<file path="config.mk">
export PLATFORM = sky130hd
export DESIGN_NAME = radix_string_to_fixed_value_unit
export DESIGN_NICKNAME = d
export VERILOG_FILES = /design/src/rtl/rsfv_pkg.sv /design/src/rtl/radix_string_to_fixed_value_unit.sv /design/src/rtl/rsfv_front.sv /design/src/rtl/rsfv_queue.sv /design/src/rtl/rsfv_div.sv /design/src/rtl/rsfv_back.sv
export SDC_FILE = /design/constraint.sdc
export NUM_CORES = 2
export LEC_CHECK = 0
export ABC_AREA = 1
export BUFFER_PORTS_ARGS = -buffer_cell sky130_fd_sc_hd__clkbuf_2
export CAP_MARGIN = 20
export CORE_MARGIN = 5
export CORE_UTILIZATION = 55
export CTS_CLUSTER_SIZE = 10
export DETAILED_ROUTE_END_ITERATION = 8
export GPL_TIMING_DRIVEN = 0
export PLACE_DENSITY = 0.69
export SETUP_SLACK_MARGIN = 0.05
export SLEW_MARGIN = 20
export SYNTH_ARGS = -nofsm -noshare
export SYNTH_HDL_FRONTEND = slang
export SYNTH_SLANG_ARGS = --single-unit
</file>
<file path="constraint.sdc">
create_clock -name i_clk -period 15.4 [get_ports i_clk]
set_input_delay 0 -clock i_clk [delete_from_list [all_inputs] [get_ports i_clk]]
set_output_delay 0 -clock i_clk [all_outputs]
set_load 0.01 [all_outputs]
</file>
<file path="src/rtl/rsfv_pkg.sv">
// Shared types, constants and small decode functions for the radix string
// to fixed value unit. Has no dependencies; every rtl file but rsfv_queue uses it.
`default_nettype none

package rsfv_pkg;

    localparam int MAX_PRECISION = 8;

    localparam int SYM_W      = 8;
    localparam int RADIX_W    = 5;
    localparam int PREC_W     = 4;
    localparam int CNT_W      = 4;
    localparam int DIGIT_W    = 5;
    localparam int NUM_W      = 32;
    localparam int OUT_INT_W  = 48;
    localparam int FRAC_W     = 27;
    localparam int STAT_W     = 2;
    localparam int CFG_IDX_W  = 1;
    localparam int CFG_DATA_W = 5;

    // Radix power 16^8 needs 33 bits; twice that is the first divisor.
    localparam int DEN_W  = 4 * MAX_PRECISION + 1;
    localparam int DSR_W  = DEN_W + 1;
    localparam int PROD_W = NUM_W + FRAC_W;
    localparam int DIVD_W = PROD_W + 2;

    localparam logic [CFG_IDX_W-1:0] CFG_RADIX     = 1'b0;
    localparam logic [CFG_IDX_W-1:0] CFG_PRECISION = 1'b1;

    localparam logic [RADIX_W-1:0] RADIX_RESET = 5'd10;
    localparam logic [PREC_W-1:0]  PREC_RESET  = 4'd2;
    localparam logic [RADIX_W-1:0] RADIX_MIN   = 5'd2;
    localparam logic [RADIX_W-1:0] RADIX_MAX   = 5'd16;

    localparam logic [STAT_W-1:0] STAT_OK       = 2'd0;
    localparam logic [STAT_W-1:0] STAT_INVALID  = 2'd1;
    localparam logic [STAT_W-1:0] STAT_OVERFLOW = 2'd2;

    localparam logic [SYM_W-1:0] SYM_POINT  = 8'h2E;
    localparam logic [SYM_W-1:0] SYM_ZERO   = 8'h30;
    localparam logic [SYM_W-1:0] SYM_NINE   = 8'h39;
    localparam logic [SYM_W-1:0] SYM_UPPERA = 8'h41;
    localparam logic [SYM_W-1:0] SYM_UPPERF = 8'h46;

    localparam logic [DIGIT_W-1:0] DIGIT_NONE = 5'd16;

    typedef struct packed {
        logic [SYM_W-1:0] symbol;
        logic             last;
    } t_in;

    typedef struct packed {
        logic [OUT_INT_W-1:0] integer_part;
        logic [FRAC_W-1:0]    fraction_scaled;
        logic [STAT_W-1:0]    status;
    } t_out;

    // Everything the back end needs about one finished string except the
    // integer accumulator, whose width is a top level parameter.
    typedef struct packed {
        logic [NUM_W-1:0]   num;
        logic [CNT_W-1:0]   cnt;
        logic [STAT_W-1:0]  err;
        logic [RADIX_W-1:0] radix;
        logic [PREC_W-1:0]  prec;
    } t_job;

    function automatic logic [DIGIT_W-1:0] digit_of(input logic [SYM_W-1:0] sym);
        logic [DIGIT_W-1:0] d;
        d = DIGIT_NONE;
        if (sym >= SYM_ZERO && sym <= SYM_NINE) begin
            d = DIGIT_W'(sym - SYM_ZERO);
        end else if (sym >= SYM_UPPERA && sym <= SYM_UPPERF) begin
            d = DIGIT_W'(sym - SYM_UPPERA + 8'd10);
        end
        return d;
    endfunction

    function automatic logic [RADIX_W-1:0] eff_radix(input logic [RADIX_W-1:0] r);
        logic [RADIX_W-1:0] e;
        e = r;
        if (r < RADIX_MIN) begin
            e = RADIX_MIN;
        end else if (r > RADIX_MAX) begin
            e = RADIX_MAX;
        end
        return e;
    endfunction

    function automatic logic [PREC_W-1:0] eff_prec(input logic [PREC_W-1:0] p);
        logic [PREC_W-1:0] e;
        e = p;
        if (p > PREC_W'(MAX_PRECISION)) begin
            e = PREC_W'(MAX_PRECISION);
        end
        return e;
    endfunction

    function automatic logic [FRAC_W-1:0] pow10(input logic [PREC_W-1:0] p);
        logic [FRAC_W-1:0] v;
        unique case (p)
            4'd0:    v = 27'd1;
            4'd1:    v = 27'd10;
            4'd2:    v = 27'd100;
            4'd3:    v = 27'd1000;
            4'd4:    v = 27'd10000;
            4'd5:    v = 27'd100000;
            4'd6:    v = 27'd1000000;
            4'd7:    v = 27'd10000000;
            4'd8:    v = 27'd100000000;
            default: v = 27'd1;
        endcase
        return v;
    endfunction

endpackage

`default_nettype wire

</file>
<file path="src/rtl/radix_string_to_fixed_value_unit.sv">
// Top level of the radix string to fixed value unit: front end, job queue
// and back end. Depends on rsfv_pkg, rsfv_front, rsfv_queue, rsfv_back.
//
//   port group   dir  handshake              word
//   i_in_*       in   i_in_valid/o_in_ready  t_in: symbol, last
//   o_out_*      out  o_out_valid/i_out_ready t_out: integer_part, fraction_scaled, status
//   i_cfg_*      in   i_cfg_we               index 0 radix, index 1 precision
//
// The front end takes one character word per cycle while the job queue has room.
// A word marked last becomes a job; the back end takes the next job only once
// it is idle again, and runs the bit-serial divider twice per job.
// Two jobs can wait in the queue and one result in the output register.
// Reset is synchronous, active low, and clears all control state and the radix
// and precision registers to 10 and 2.
`default_nettype none

module radix_string_to_fixed_value_unit #(
    parameter int INTEGER_WIDTH = 48
) (
    input  wire logic                            i_clk,
    input  wire logic                            i_rst_n,
    input  wire logic                            i_cfg_we,
    input  wire logic [rsfv_pkg::CFG_IDX_W-1:0]  i_cfg_index,
    input  wire logic [rsfv_pkg::CFG_DATA_W-1:0] i_cfg_data,
    input  wire logic                            i_in_valid,
    output logic                                 o_in_ready,
    input  wire rsfv_pkg::t_in                   i_in_data,
    output logic                                 o_out_valid,
    input  wire logic                            i_out_ready,
    output rsfv_pkg::t_out                       o_out_data
);

    localparam int JOB_W = $bits(rsfv_pkg::t_job);
    localparam int Q_W   = INTEGER_WIDTH + JOB_W;

    logic                     push;
    logic                     push_ready;
    rsfv_pkg::t_job           front_job;
    logic [INTEGER_WIDTH-1:0] front_acc;
    logic                     pop_valid;
    logic                     pop;
    logic [Q_W-1:0]           pop_data;
    rsfv_pkg::t_job           back_job;
    logic [INTEGER_WIDTH-1:0] back_acc;

    rsfv_front #(
        .INTEGER_WIDTH (INTEGER_WIDTH)
    ) u_front (
        .i_clk        (i_clk),
        .i_rst_n      (i_rst_n),
        .i_cfg_we     (i_cfg_we),
        .i_cfg_index  (i_cfg_index),
        .i_cfg_data   (i_cfg_data),
        .i_in_valid   (i_in_valid),
        .o_in_ready   (o_in_ready),
        .i_in_data    (i_in_data),
        .o_push       (push),
        .i_push_ready (push_ready),
        .o_job        (front_job),
        .o_job_acc    (front_acc)
    );

    rsfv_queue #(
        .DATA_W (Q_W)
    ) u_queue (
        .i_clk        (i_clk),
        .i_rst_n      (i_rst_n),
        .i_push       (push),
        .o_push_ready (push_ready),
        .i_push_data  ({front_acc, front_job}),
        .o_pop_valid  (pop_valid),
        .i_pop        (pop),
        .o_pop_data   (pop_data)
    );

    assign back_acc = pop_data[Q_W-1:JOB_W];
    assign back_job = pop_data[JOB_W-1:0];

    rsfv_back #(
        .INTEGER_WIDTH (INTEGER_WIDTH)
    ) u_back (
        .i_clk       (i_clk),
        .i_rst_n     (i_rst_n),
        .i_job_valid (pop_valid),
        .o_job_ready (pop),
        .i_job       (back_job),
        .i_job_acc   (back_acc),
        .o_out_valid (o_out_valid),
        .i_out_ready (i_out_ready),
        .o_out_data  (o_out_data)
    );

endmodule

`default_nettype wire

</file>
<file path="src/rtl/rsfv_front.sv">
// Front end: configuration registers and per-character parsing of the digit
// string. Depends on rsfv_pkg; hands finished strings to the job queue.
`default_nettype none

module rsfv_front #(
    parameter int INTEGER_WIDTH = 48
) (
    input  wire logic                            i_clk,
    input  wire logic                            i_rst_n,
    input  wire logic                            i_cfg_we,
    input  wire logic [rsfv_pkg::CFG_IDX_W-1:0]  i_cfg_index,
    input  wire logic [rsfv_pkg::CFG_DATA_W-1:0] i_cfg_data,
    input  wire logic                            i_in_valid,
    output logic                                 o_in_ready,
    input  wire rsfv_pkg::t_in                   i_in_data,
    output logic                                 o_push,
    input  wire logic                            i_push_ready,
    output rsfv_pkg::t_job                       o_job,
    output logic [INTEGER_WIDTH-1:0]             o_job_acc
);

    localparam int MAC_W  = INTEGER_WIDTH + rsfv_pkg::RADIX_W;
    localparam int FMAC_W = rsfv_pkg::NUM_W + rsfv_pkg::RADIX_W;
    localparam logic [INTEGER_WIDTH-1:0] INT_MAX = '1;

    logic [rsfv_pkg::RADIX_W-1:0] r_radix;
    logic [rsfv_pkg::PREC_W-1:0]  r_prec;
    logic [INTEGER_WIDTH-1:0]     r_acc,    n_acc;
    logic [rsfv_pkg::NUM_W-1:0]   r_num,    n_num;
    logic [rsfv_pkg::CNT_W-1:0]   r_cnt,    n_cnt;
    logic                         r_in_frac, n_in_frac;
    logic [rsfv_pkg::STAT_W-1:0]  r_err,    n_err;

    logic [rsfv_pkg::RADIX_W-1:0] radix;
    logic [rsfv_pkg::PREC_W-1:0]  prec;
    logic [rsfv_pkg::DIGIT_W-1:0] digit;
    logic [rsfv_pkg::DIGIT_W-1:0] frac_digit;
    logic                         bad_digit;
    logic [MAC_W-1:0]             int_mac;
    logic [FMAC_W-1:0]            frac_mac;
    logic                         fire;

    assign radix      = rsfv_pkg::eff_radix(r_radix);
    assign prec       = rsfv_pkg::eff_prec(r_prec);
    assign digit      = rsfv_pkg::digit_of(i_in_data.symbol);
    assign bad_digit  = (digit >= radix);
    assign frac_digit = bad_digit ? '0 : digit;
    assign int_mac    = MAC_W'(r_acc) * MAC_W'(radix) + MAC_W'(digit);
    assign frac_mac   = FMAC_W'(r_num) * FMAC_W'(radix) + FMAC_W'(frac_digit);

    assign o_in_ready = i_push_ready;
    assign fire       = i_in_valid && o_in_ready;

    always_comb begin
        n_acc     = r_acc;
        n_num     = r_num;
        n_cnt     = r_cnt;
        n_in_frac = r_in_frac;
        n_err     = r_err;
        if (!r_in_frac) begin
            if (i_in_data.symbol == rsfv_pkg::SYM_POINT) begin
                n_in_frac = 1'b1;
            end else if (bad_digit) begin
                if (r_err == rsfv_pkg::STAT_OK) begin
                    n_err = rsfv_pkg::STAT_INVALID;
                end
            end else if (int_mac > MAC_W'(INT_MAX)) begin
                n_acc = INT_MAX;
                if (r_err == rsfv_pkg::STAT_OK) begin
                    n_err = rsfv_pkg::STAT_OVERFLOW;
                end
            end else begin
                n_acc = int_mac[INTEGER_WIDTH-1:0];
            end
        end else if (r_cnt < prec) begin
            // A bad fraction digit still takes its position, as a zero.
            if (bad_digit && r_err == rsfv_pkg::STAT_OK) begin
                n_err = rsfv_pkg::STAT_INVALID;
            end
            n_num = frac_mac[rsfv_pkg::NUM_W-1:0];
            n_cnt = r_cnt + 1'b1;
        end
    end

    assign o_push       = fire && i_in_data.last;
    assign o_job.num    = n_num;
    assign o_job.cnt    = n_cnt;
    assign o_job.err    = n_err;
    assign o_job.radix  = radix;
    assign o_job.prec   = prec;
    assign o_job_acc    = n_acc;

    always_ff @(posedge i_clk) begin
        if (!i_rst_n) begin
            r_radix <= rsfv_pkg::RADIX_RESET;
            r_prec  <= rsfv_pkg::PREC_RESET;
        end else if (i_cfg_we) begin
            unique case (i_cfg_index)
                rsfv_pkg::CFG_RADIX:     r_radix <= i_cfg_data;
                rsfv_pkg::CFG_PRECISION: r_prec  <= i_cfg_data[rsfv_pkg::PREC_W-1:0];
                default: ;
            endcase
        end
    end

    always_ff @(posedge i_clk) begin
        if (!i_rst_n) begin
            r_acc     <= '0;
            r_num     <= '0;
            r_cnt     <= '0;
            r_in_frac <= 1'b0;
            r_err     <= rsfv_pkg::STAT_OK;
        end else if (fire) begin
            if (i_in_data.last) begin
                // The string is handed off; start the next one clean.
                r_acc     <= '0;
                r_num     <= '0;
                r_cnt     <= '0;
                r_in_frac <= 1'b0;
                r_err     <= rsfv_pkg::STAT_OK;
            end else begin
                r_acc     <= n_acc;
                r_num     <= n_num;
                r_cnt     <= n_cnt;
                r_in_frac <= n_in_frac;
                r_err     <= n_err;
            end
        end
    end

endmodule

`default_nettype wire

</file>
<file path="src/rtl/rsfv_queue.sv">
// Two-entry job queue between the parsing front end and the arithmetic
// back end. Depends on nothing but its data width parameter.
`default_nettype none

module rsfv_queue #(
    parameter int DATA_W = 8
) (
    input  wire logic              i_clk,
    input  wire logic              i_rst_n,
    input  wire logic              i_push,
    output logic                   o_push_ready,
    input  wire logic [DATA_W-1:0] i_push_data,
    output logic                   o_pop_valid,
    input  wire logic              i_pop,
    output logic [DATA_W-1:0]      o_pop_data
);

    localparam int DEPTH = 2;
    localparam int PTR_W = $clog2(DEPTH);
    localparam int CNT_W = $clog2(DEPTH + 1);

    logic [DATA_W-1:0] r_slot [DEPTH];
    logic [PTR_W-1:0]  r_wr_ptr;
    logic [PTR_W-1:0]  r_rd_ptr;
    logic [CNT_W-1:0]  r_count;
    logic              do_push;
    logic              do_pop;

    assign o_push_ready = (r_count != CNT_W'(DEPTH));
    assign o_pop_valid  = (r_count != '0);
    assign o_pop_data   = r_slot[r_rd_ptr];
    assign do_push      = i_push && o_push_ready;
    assign do_pop       = i_pop && o_pop_valid;

    always_ff @(posedge i_clk) begin
        if (do_push) begin
            r_slot[r_wr_ptr] <= i_push_data;
        end
    end

    always_ff @(posedge i_clk) begin
        if (!i_rst_n) begin
            r_wr_ptr <= '0;
            r_rd_ptr <= '0;
            r_count  <= '0;
        end else begin
            if (do_push) begin
                r_wr_ptr <= (r_wr_ptr == PTR_W'(DEPTH - 1)) ? '0 : r_wr_ptr + 1'b1;
            end
            if (do_pop) begin
                r_rd_ptr <= (r_rd_ptr == PTR_W'(DEPTH - 1)) ? '0 : r_rd_ptr + 1'b1;
            end
            if (do_push && !do_pop) begin
                r_count <= r_count + 1'b1;
            end else if (do_pop && !do_push) begin
                r_count <= r_count - 1'b1;
            end
        end
    end

endmodule

`default_nettype wire

</file>
<file path="src/rtl/rsfv_div.sv">
// Restoring divider, one quotient bit per cycle, shared by both divisions
// of the back end. Depends on rsfv_pkg for the operand widths.
`default_nettype none

module rsfv_div (
    input  wire logic                        i_clk,
    input  wire logic                        i_rst_n,
    input  wire logic                        i_start,
    input  wire logic [rsfv_pkg::DIVD_W-1:0] i_dividend,
    input  wire logic [rsfv_pkg::DSR_W-1:0]  i_divisor,
    output logic                             o_done,
    output logic [rsfv_pkg::DIVD_W-1:0]      o_quot,
    output logic [rsfv_pkg::DSR_W-1:0]       o_rem
);

    localparam int DW    = rsfv_pkg::DIVD_W;
    localparam int SW    = rsfv_pkg::DSR_W;
    localparam int STEPW = $clog2(DW);

    logic             r_busy;
    logic             r_done;
    logic [STEPW-1:0] r_step;
    logic [DW-1:0]    r_quo;
    logic [SW-1:0]    r_rem;
    logic [SW-1:0]    r_dsr;
    logic [SW:0]      trial;
    logic [SW:0]      diff;
    logic             fits;

    // The dividend shifts out of the top of r_quo while quotient bits
    // shift in at the bottom.
    assign trial = {r_rem, r_quo[DW-1]};
    assign diff  = trial - {1'b0, r_dsr};
    assign fits  = (trial >= {1'b0, r_dsr});

    assign o_done = r_done;
    assign o_quot = r_quo;
    assign o_rem  = r_rem;

    always_ff @(posedge i_clk) begin
        if (!i_rst_n) begin
            r_busy <= 1'b0;
            r_done <= 1'b0;
        end else begin
            r_done <= 1'b0;
            if (i_start) begin
                r_busy <= 1'b1;
            end else if (r_busy && r_step == STEPW'(DW - 1)) begin
                r_busy <= 1'b0;
                r_done <= 1'b1;
            end
        end
    end

    always_ff @(posedge i_clk) begin
        if (i_start) begin
            r_step <= '0;
            r_quo  <= i_dividend;
            r_rem  <= '0;
            r_dsr  <= i_divisor;
        end else if (r_busy) begin
            r_step <= r_step + 1'b1;
            r_rem  <= fits ? diff[SW-1:0] : trial[SW-1:0];
            r_quo  <= {r_quo[DW-2:0], fits};
        end
    end

endmodule

`default_nettype wire

</file>
<file path="src/rtl/rsfv_back.sv">
// Back end: radix power, fraction scaling, rounding and carry fold for one
// finished string, plus the output register. Depends on rsfv_pkg, rsfv_div.
`default_nettype none

module rsfv_back #(
    parameter int INTEGER_WIDTH = 48
) (
    input  wire logic                     i_clk,
    input  wire logic                     i_rst_n,
    input  wire logic                     i_job_valid,
    output logic                          o_job_ready,
    input  wire rsfv_pkg::t_job           i_job,
    input  wire logic [INTEGER_WIDTH-1:0] i_job_acc,
    output logic                          o_out_valid,
    input  wire logic                     i_out_ready,
    output rsfv_pkg::t_out                o_out_data
);

    localparam int DEN_W  = rsfv_pkg::DEN_W;
    localparam int DSR_W  = rsfv_pkg::DSR_W;
    localparam int DIVD_W = rsfv_pkg::DIVD_W;
    localparam int PROD_W = rsfv_pkg::PROD_W;
    localparam int FRAC_W = rsfv_pkg::FRAC_W;
    localparam int DM_W   = DEN_W + rsfv_pkg::RADIX_W;
    localparam int SUM_W  = ((INTEGER_WIDTH > DIVD_W) ? INTEGER_WIDTH : DIVD_W) + 1;
    localparam int EXT_W  = (INTEGER_WIDTH > rsfv_pkg::OUT_INT_W) ?
                            INTEGER_WIDTH : rsfv_pkg::OUT_INT_W;
    localparam logic [INTEGER_WIDTH-1:0] INT_MAX = '1;

    typedef enum logic [6:0] {
        S_IDLE = 7'b0000001,
        S_POW  = 7'b0000010,
        S_MUL  = 7'b0000100,
        S_LD1  = 7'b0001000,
        S_DIV1 = 7'b0010000,
        S_DIV2 = 7'b0100000,
        S_FIN  = 7'b1000000
    } t_back_state;

    t_back_state                  r_state;
    logic [INTEGER_WIDTH-1:0]     r_acc;
    logic [rsfv_pkg::NUM_W-1:0]   r_num;
    logic [rsfv_pkg::CNT_W-1:0]   r_k;
    logic [rsfv_pkg::STAT_W-1:0]  r_err;
    logic [rsfv_pkg::RADIX_W-1:0] r_radix;
    logic [rsfv_pkg::PREC_W-1:0]  r_prec;
    logic [DEN_W-1:0]             r_den;
    logic [PROD_W-1:0]            r_prod;
    logic [DIVD_W-1:0]            r_carry;
    logic [FRAC_W-1:0]            r_frac;
    logic                         r_out_valid;
    rsfv_pkg::t_out               r_out;

    logic [FRAC_W-1:0]            scale;
    logic [DM_W-1:0]              den_mul;
    logic                         div_start;
    logic [DIVD_W-1:0]            div_dividend;
    logic [DSR_W-1:0]             div_divisor;
    logic                         div_done;
    logic [DIVD_W-1:0]            div_quot;
    logic [DSR_W-1:0]             div_rem;
    logic                         out_free;
    logic [SUM_W-1:0]             sum;
    logic                         sum_ovf;
    logic [rsfv_pkg::STAT_W-1:0]  fin_err;
    logic [INTEGER_WIDTH-1:0]     fin_ip;
    logic [EXT_W-1:0]             ip_ext;

    assign scale   = rsfv_pkg::pow10(r_prec);
    assign den_mul = DM_W'(r_den) * DM_W'(r_radix);

    // First pass: round-half-up of num*scale/den as (2*num*scale + den)/(2*den).
    // Second pass splits that by scale into the integer carry and the fraction.
    assign div_start    = (r_state == S_LD1) || (r_state == S_DIV1 && div_done);
    assign div_dividend = (r_state == S_LD1) ?
                          DIVD_W'({r_prod, 1'b0}) + DIVD_W'(r_den) : div_quot;
    assign div_divisor  = (r_state == S_LD1) ? DSR_W'({r_den, 1'b0}) : DSR_W'(scale);

    rsfv_div u_div (
        .i_clk      (i_clk),
        .i_rst_n    (i_rst_n),
        .i_start    (div_start),
        .i_dividend (div_dividend),
        .i_divisor  (div_divisor),
        .o_done     (div_done),
        .o_quot     (div_quot),
        .o_rem      (div_rem)
    );

    assign out_free = !r_out_valid || i_out_ready;
    assign sum      = SUM_W'(r_acc) + SUM_W'(r_carry);
    assign sum_ovf  = (sum > SUM_W'(INT_MAX));
    assign fin_err  = (sum_ovf && r_err == rsfv_pkg::STAT_OK) ? rsfv_pkg::STAT_OVERFLOW : r_err;
    assign fin_ip   = sum_ovf ? INT_MAX : sum[INTEGER_WIDTH-1:0];
    assign ip_ext   = EXT_W'(fin_ip);

    assign o_job_ready = (r_state == S_IDLE);
    assign o_out_valid = r_out_valid;
    assign o_out_data  = r_out;

    always_ff @(posedge i_clk) begin
        if (!i_rst_n) begin
            r_state <= S_IDLE;
        end else begin
            unique case (r_state)
                S_IDLE: if (i_job_valid) r_state <= S_POW;
                S_POW:  if (r_k == '0) r_state <= S_MUL;
                S_MUL:  r_state <= S_LD1;
                S_LD1:  r_state <= S_DIV1;
                S_DIV1: if (div_done) r_state <= S_DIV2;
                S_DIV2: if (div_done) r_state <= S_FIN;
                S_FIN:  if (out_free) r_state <= S_IDLE;
                default: r_state <= S_IDLE;
            endcase
        end
    end

    always_ff @(posedge i_clk) begin
        if (r_state == S_IDLE && i_job_valid) begin
            r_acc   <= i_job_acc;
            r_num   <= i_job.num;
            r_k     <= i_job.cnt;
            r_err   <= i_job.err;
            r_radix <= i_job.radix;
            r_prec  <= i_job.prec;
            r_den   <= DEN_W'(1);
        end
        if (r_state == S_POW && r_k != '0) begin
            r_den <= den_mul[DEN_W-1:0];
            r_k   <= r_k - 1'b1;
        end
        if (r_state == S_MUL) begin
            r_prod <= PROD_W'(r_num) * PROD_W'(scale);
        end
        if (r_state == S_DIV2 && div_done) begin
            r_carry <= div_quot;
            r_frac  <= div_rem[FRAC_W-1:0];
        end
    end

    always_ff @(posedge i_clk) begin
        if (!i_rst_n) begin
            r_out_valid <= 1'b0;
        end else if (r_state == S_FIN && out_free) begin
            r_out_valid <= 1'b1;
        end else if (i_out_ready) begin
            r_out_valid <= 1'b0;
        end
    end

    always_ff @(posedge i_clk) begin
        if (r_state == S_FIN && out_free) begin
            r_out.status <= fin_err;
            if (fin_err == rsfv_pkg::STAT_INVALID) begin
                r_out.integer_part    <= '0;
                r_out.fraction_scaled <= '0;
            end else begin
                r_out.integer_part    <= ip_ext[rsfv_pkg::OUT_INT_W-1:0];
                r_out.fraction_scaled <= r_frac;
            end
        end
    end

`ifndef SYNTHESIS
    a_div_done_expected: assert property (@(posedge i_clk) disable iff (!i_rst_n)
        div_done |-> (r_state == S_DIV1 || r_state == S_DIV2))
        else $error("divider finished outside a division state");

    a_frac_below_scale: assert property (@(posedge i_clk) disable iff (!i_rst_n)
        (r_state == S_DIV2 && div_done) |-> (div_rem < DSR_W'(scale)))
        else $error("scaled fraction not below ten to the precision");

    a_invalid_zeroes: assert property (@(posedge i_clk) disable iff (!i_rst_n)
        (r_out_valid && r_out.status == rsfv_pkg::STAT_INVALID) |->
        (r_out.integer_part == '0 && r_out.fraction_scaled == '0))
        else $error("invalid result carries nonzero value fields");

    a_pow_count_bound: assert property (@(posedge i_clk) disable iff (!i_rst_n)
        (r_state == S_POW) |-> (r_k <= rsfv_pkg::CNT_W'(rsfv_pkg::MAX_PRECISION)))
        else $error("radix power count beyond the maximum precision");

    a_job_starts_power: assert property (@(posedge i_clk) disable iff (!i_rst_n)
        (o_job_ready && i_job_valid) |=> (r_state == S_POW))
        else $error("taken job did not start the radix power loop");
`endif

endmodule

`default_nettype wire
</file>
==> results_dict.tcl <==
set metrics [dict create \
    run_status "complete, no violations" \
    final_nets 12800 \
    grt.overflow.total 0 \
    post_route_cells_drive_above_1_share 0.0383 \
    cts-root-buf "clkbuf_16" \
    max_freq_mhz 114 \
    cts_tree "done" \
    synthArstFlopShare 0 \
    area_delta_synth_final_pct 7.96 \
    dp_hpwl_um 249000 \
    start_util 0.554 \
    grt_pass1_vias 72300 \
    hold_slack_ps 57.6 \
    critPathCaptureType "flip-flop" \
    viasPerCell 5.53 \
    crit_type "flip-flop to flip-flop" \
    finalCritPeriodShare 0.571 \
    rsz0062_at_grt "false" \
    fin_tns_setup_ps 0 \
    wl_um 296000 \
    slew_headroom 0.202 \
    netlist_area_mm2 0.0866 \
    drv_slew 0 \
    period_needed_ps 8790 \
    worstPathCellList "clkbuf_1 > clkbuf_1 > nand2_1 > fa_1 > inv_1 > fa_1 > inv_1 > fa_1 > fa_1 > fa_1 > inv_1 > fa_1 > fa_1 > ha_1 > a21oi_1 > inv_1 > a31oi_1 > o21ai_0 > a21oi_1 > nand3_1 > nand2_1 > nand2_1 > a31oi_1 > xor2_1" \
    cp.arrival_ps 9240 \
    tightest_slew_ps 1200 \
    ios 99 \
    htreeDepth 3 \
    min_path_type "input port to flip-flop" \
    layout_common_cells "nand2_1, inv_1, fa_1" \
    synthTopCellsByArea "fa_1, edfxtp_1, nand2_1" \
    required_ps 15850 \
    setup_violations 0 \
    synth_top_area_frac 0.232 \
    postCtsSetupBuffers 0 \
    ys.warnings.count 0 \
    ys.flop_type "edfxtp_1" \
    first_pass_iters 9 \
    rows 145 \
    crit_slowest_cell "clkbuf_1" \
    core_area_mm2 0.156 \
    syn_inst 10900 \
    clkTransAtPathRegs_ps 60 \
    num_vias 73500 \
    synth-seq-area-share 0.260 \
    fillers 14500 \
    crit_top_cell "fa_1" \
    wire_per_inst_um 22.3 \
    io_buffers 98 \
    fin_area_mm2 0.0935 \
    synth_edf_count 637 \
    route.detailed.drc 0 \
    ant_nets 0 \
    cts_sinks 808 \
    grt_max_degree 61 \
    syn_nets 12500 \
    worst_clock_skew_ps 78.3 \
    gp_congestion 1.01 \
    cts-buffers-inserted 98 \
    clk_latency_ps 750 \
    worstPathMaxFanout 10 \
    clk_path_buf_depth 3 \
    synth_top_cell_by_area "fa_1" \
    fp.dieH_um 407 \
    avgSynthCellArea_um2 7.95 \
    post_dp_cell_area_mm2 0.0902 \
    cp-start-kind "flip-flop" \
    final_common_cell "nand2_1" \
    grt_first_pass_wirelength_um 441000 \
    die_area_mm2 0.166 \
    synth_seq_cells 808 \
    crit_path_max_incr_delay_ps 860 \
    grt_util_all_layers 0.358 \
    grt_antenna_before_repair 4 \
    die_w_um 407 \
    hold_viol 0 \
    drv_cap 0 \
    ys_types 62 \
    dr.first_iter.drc_count 7363 \
]
worst max-delay path: cells and delay by family (launching register included):
kind / cells / cell delay (ps)
AOI/OAI and AO/OA: 5 / 1110
and+or+nand+nor: 4 / 640
DFF: 1 / 300
adders and majority gates: 8 / 4230
buffers and inverters: 6 / 1900
xor gates and xnor gates: 1 / 340
per-stage QoR:
| step | cells | setup WS [ps] | util |
|---|---|---|---|
| CTS | 13300 | 6870 | 0.598 |
| detailed placement | 13100 | 6870 | 0.577 |
| global placement | 13100 | 6600 | 0.574 |
| floorplan | 10900 | 9000 | - |
| finish | 13300 | 6610 | 0.598 |
| global route | 13300 | 6370 | 0.598 |
final timing paths:
check | endpoint | slack, ps | startpoint | depth (start not counted)
worst max-delay path | u_back.r_prod[57] | 6610 | u_back.scale[17] | 24
worst min register to register | u_back.r_carry[57] | 440 | u_back.u_div.o_quot[57] | 0
worst max register to register | u_back.r_prod[57] | 6610 | u_back.scale[17] | 24
worst min-delay path | u_queue.r_slot[1][9] | 60 | i_in_data[6] | 6
final cells by class:
type / count / area (µm²) / area share
clock buffer: 166 / 2780 / 0.0297
buffer: 336 / 1330 / 0.0142
antenna: 5 / 12.5 / 0.000134
sequential: 808 / 22600 / 0.241
clock inverter: 20 / 308 / 0.00329
timing repair buffer: 137 / 1150 / 0.0123
inverter: 2572 / 9660 / 0.103
multi-input combinational: 7188 / 53200 / 0.568
tap: 2058 / 2570 / 0.0275
cell families (layout without fill, tap and decap cells):
group | Yosys count | after routing | share of synthesized area
xor gates and xnor gates | 212 | 212 | 0.0214
DFF | 808 | 808 | 0.260
adders and majority gates | 1597 | 1597 | 0.318
other | 0 | 5 | 0
AOI/OAI and AO/OA | 969 | 969 | 0.0616
and+or+nand+nor | 4317 | 4317 | 0.200
buffers and inverters | 2908 | 3231 | 0.127
muxes | 93 | 93 | 0.0120
metal layers:
metal  part of all wire  global-route usage  up-vias
met5            0.00011                   0        -
met4              0.039               0.117        4
met3              0.098              0.0754      518
met2               0.44               0.558     3303
met1               0.42               0.502    35900
li1                   -                   -    33700
sequential cells by signal, summed over array words and instances, names as in the netlist, 48 cells and up, named ones only:
signal	cells
u_back.r_carry	61
u_back.u_div.o_quot	61
u_back.r_prod	59
u_back.r_acc	48
u_back.o_out_data	77
u_front.r_acc	48
u_queue.r_slot	190
cells in the mapped netlist (22+ instances only):
cell / count
buf_1: 22
o21bai_1: 42
mux2_2: 90
edfxtp_1: 637
fa_1: 1005
o21a_1: 27
nand2_1: 2900
o211ai_1: 32
xor2_1: 115
a21oi_1: 495
o21ai_0: 263
nor3_1: 69
inv_1: 2556
nor2_1: 790
a31oi_1: 44
xnor2_1: 97
clkbuf_1: 288
ha_1: 592
dfxtp_1: 171
nand3_1: 338
nand4_1: 126
what timing repair did:
item                      4_1_cts  5_1_grt
resized for setup               0        0
hold buffers                   21        0
hold endpoints to repair       19        0
Power is left out: the tool's default activity adds up to more than one toggle a clock period on the data nets, which glitch-free logic cannot reach.
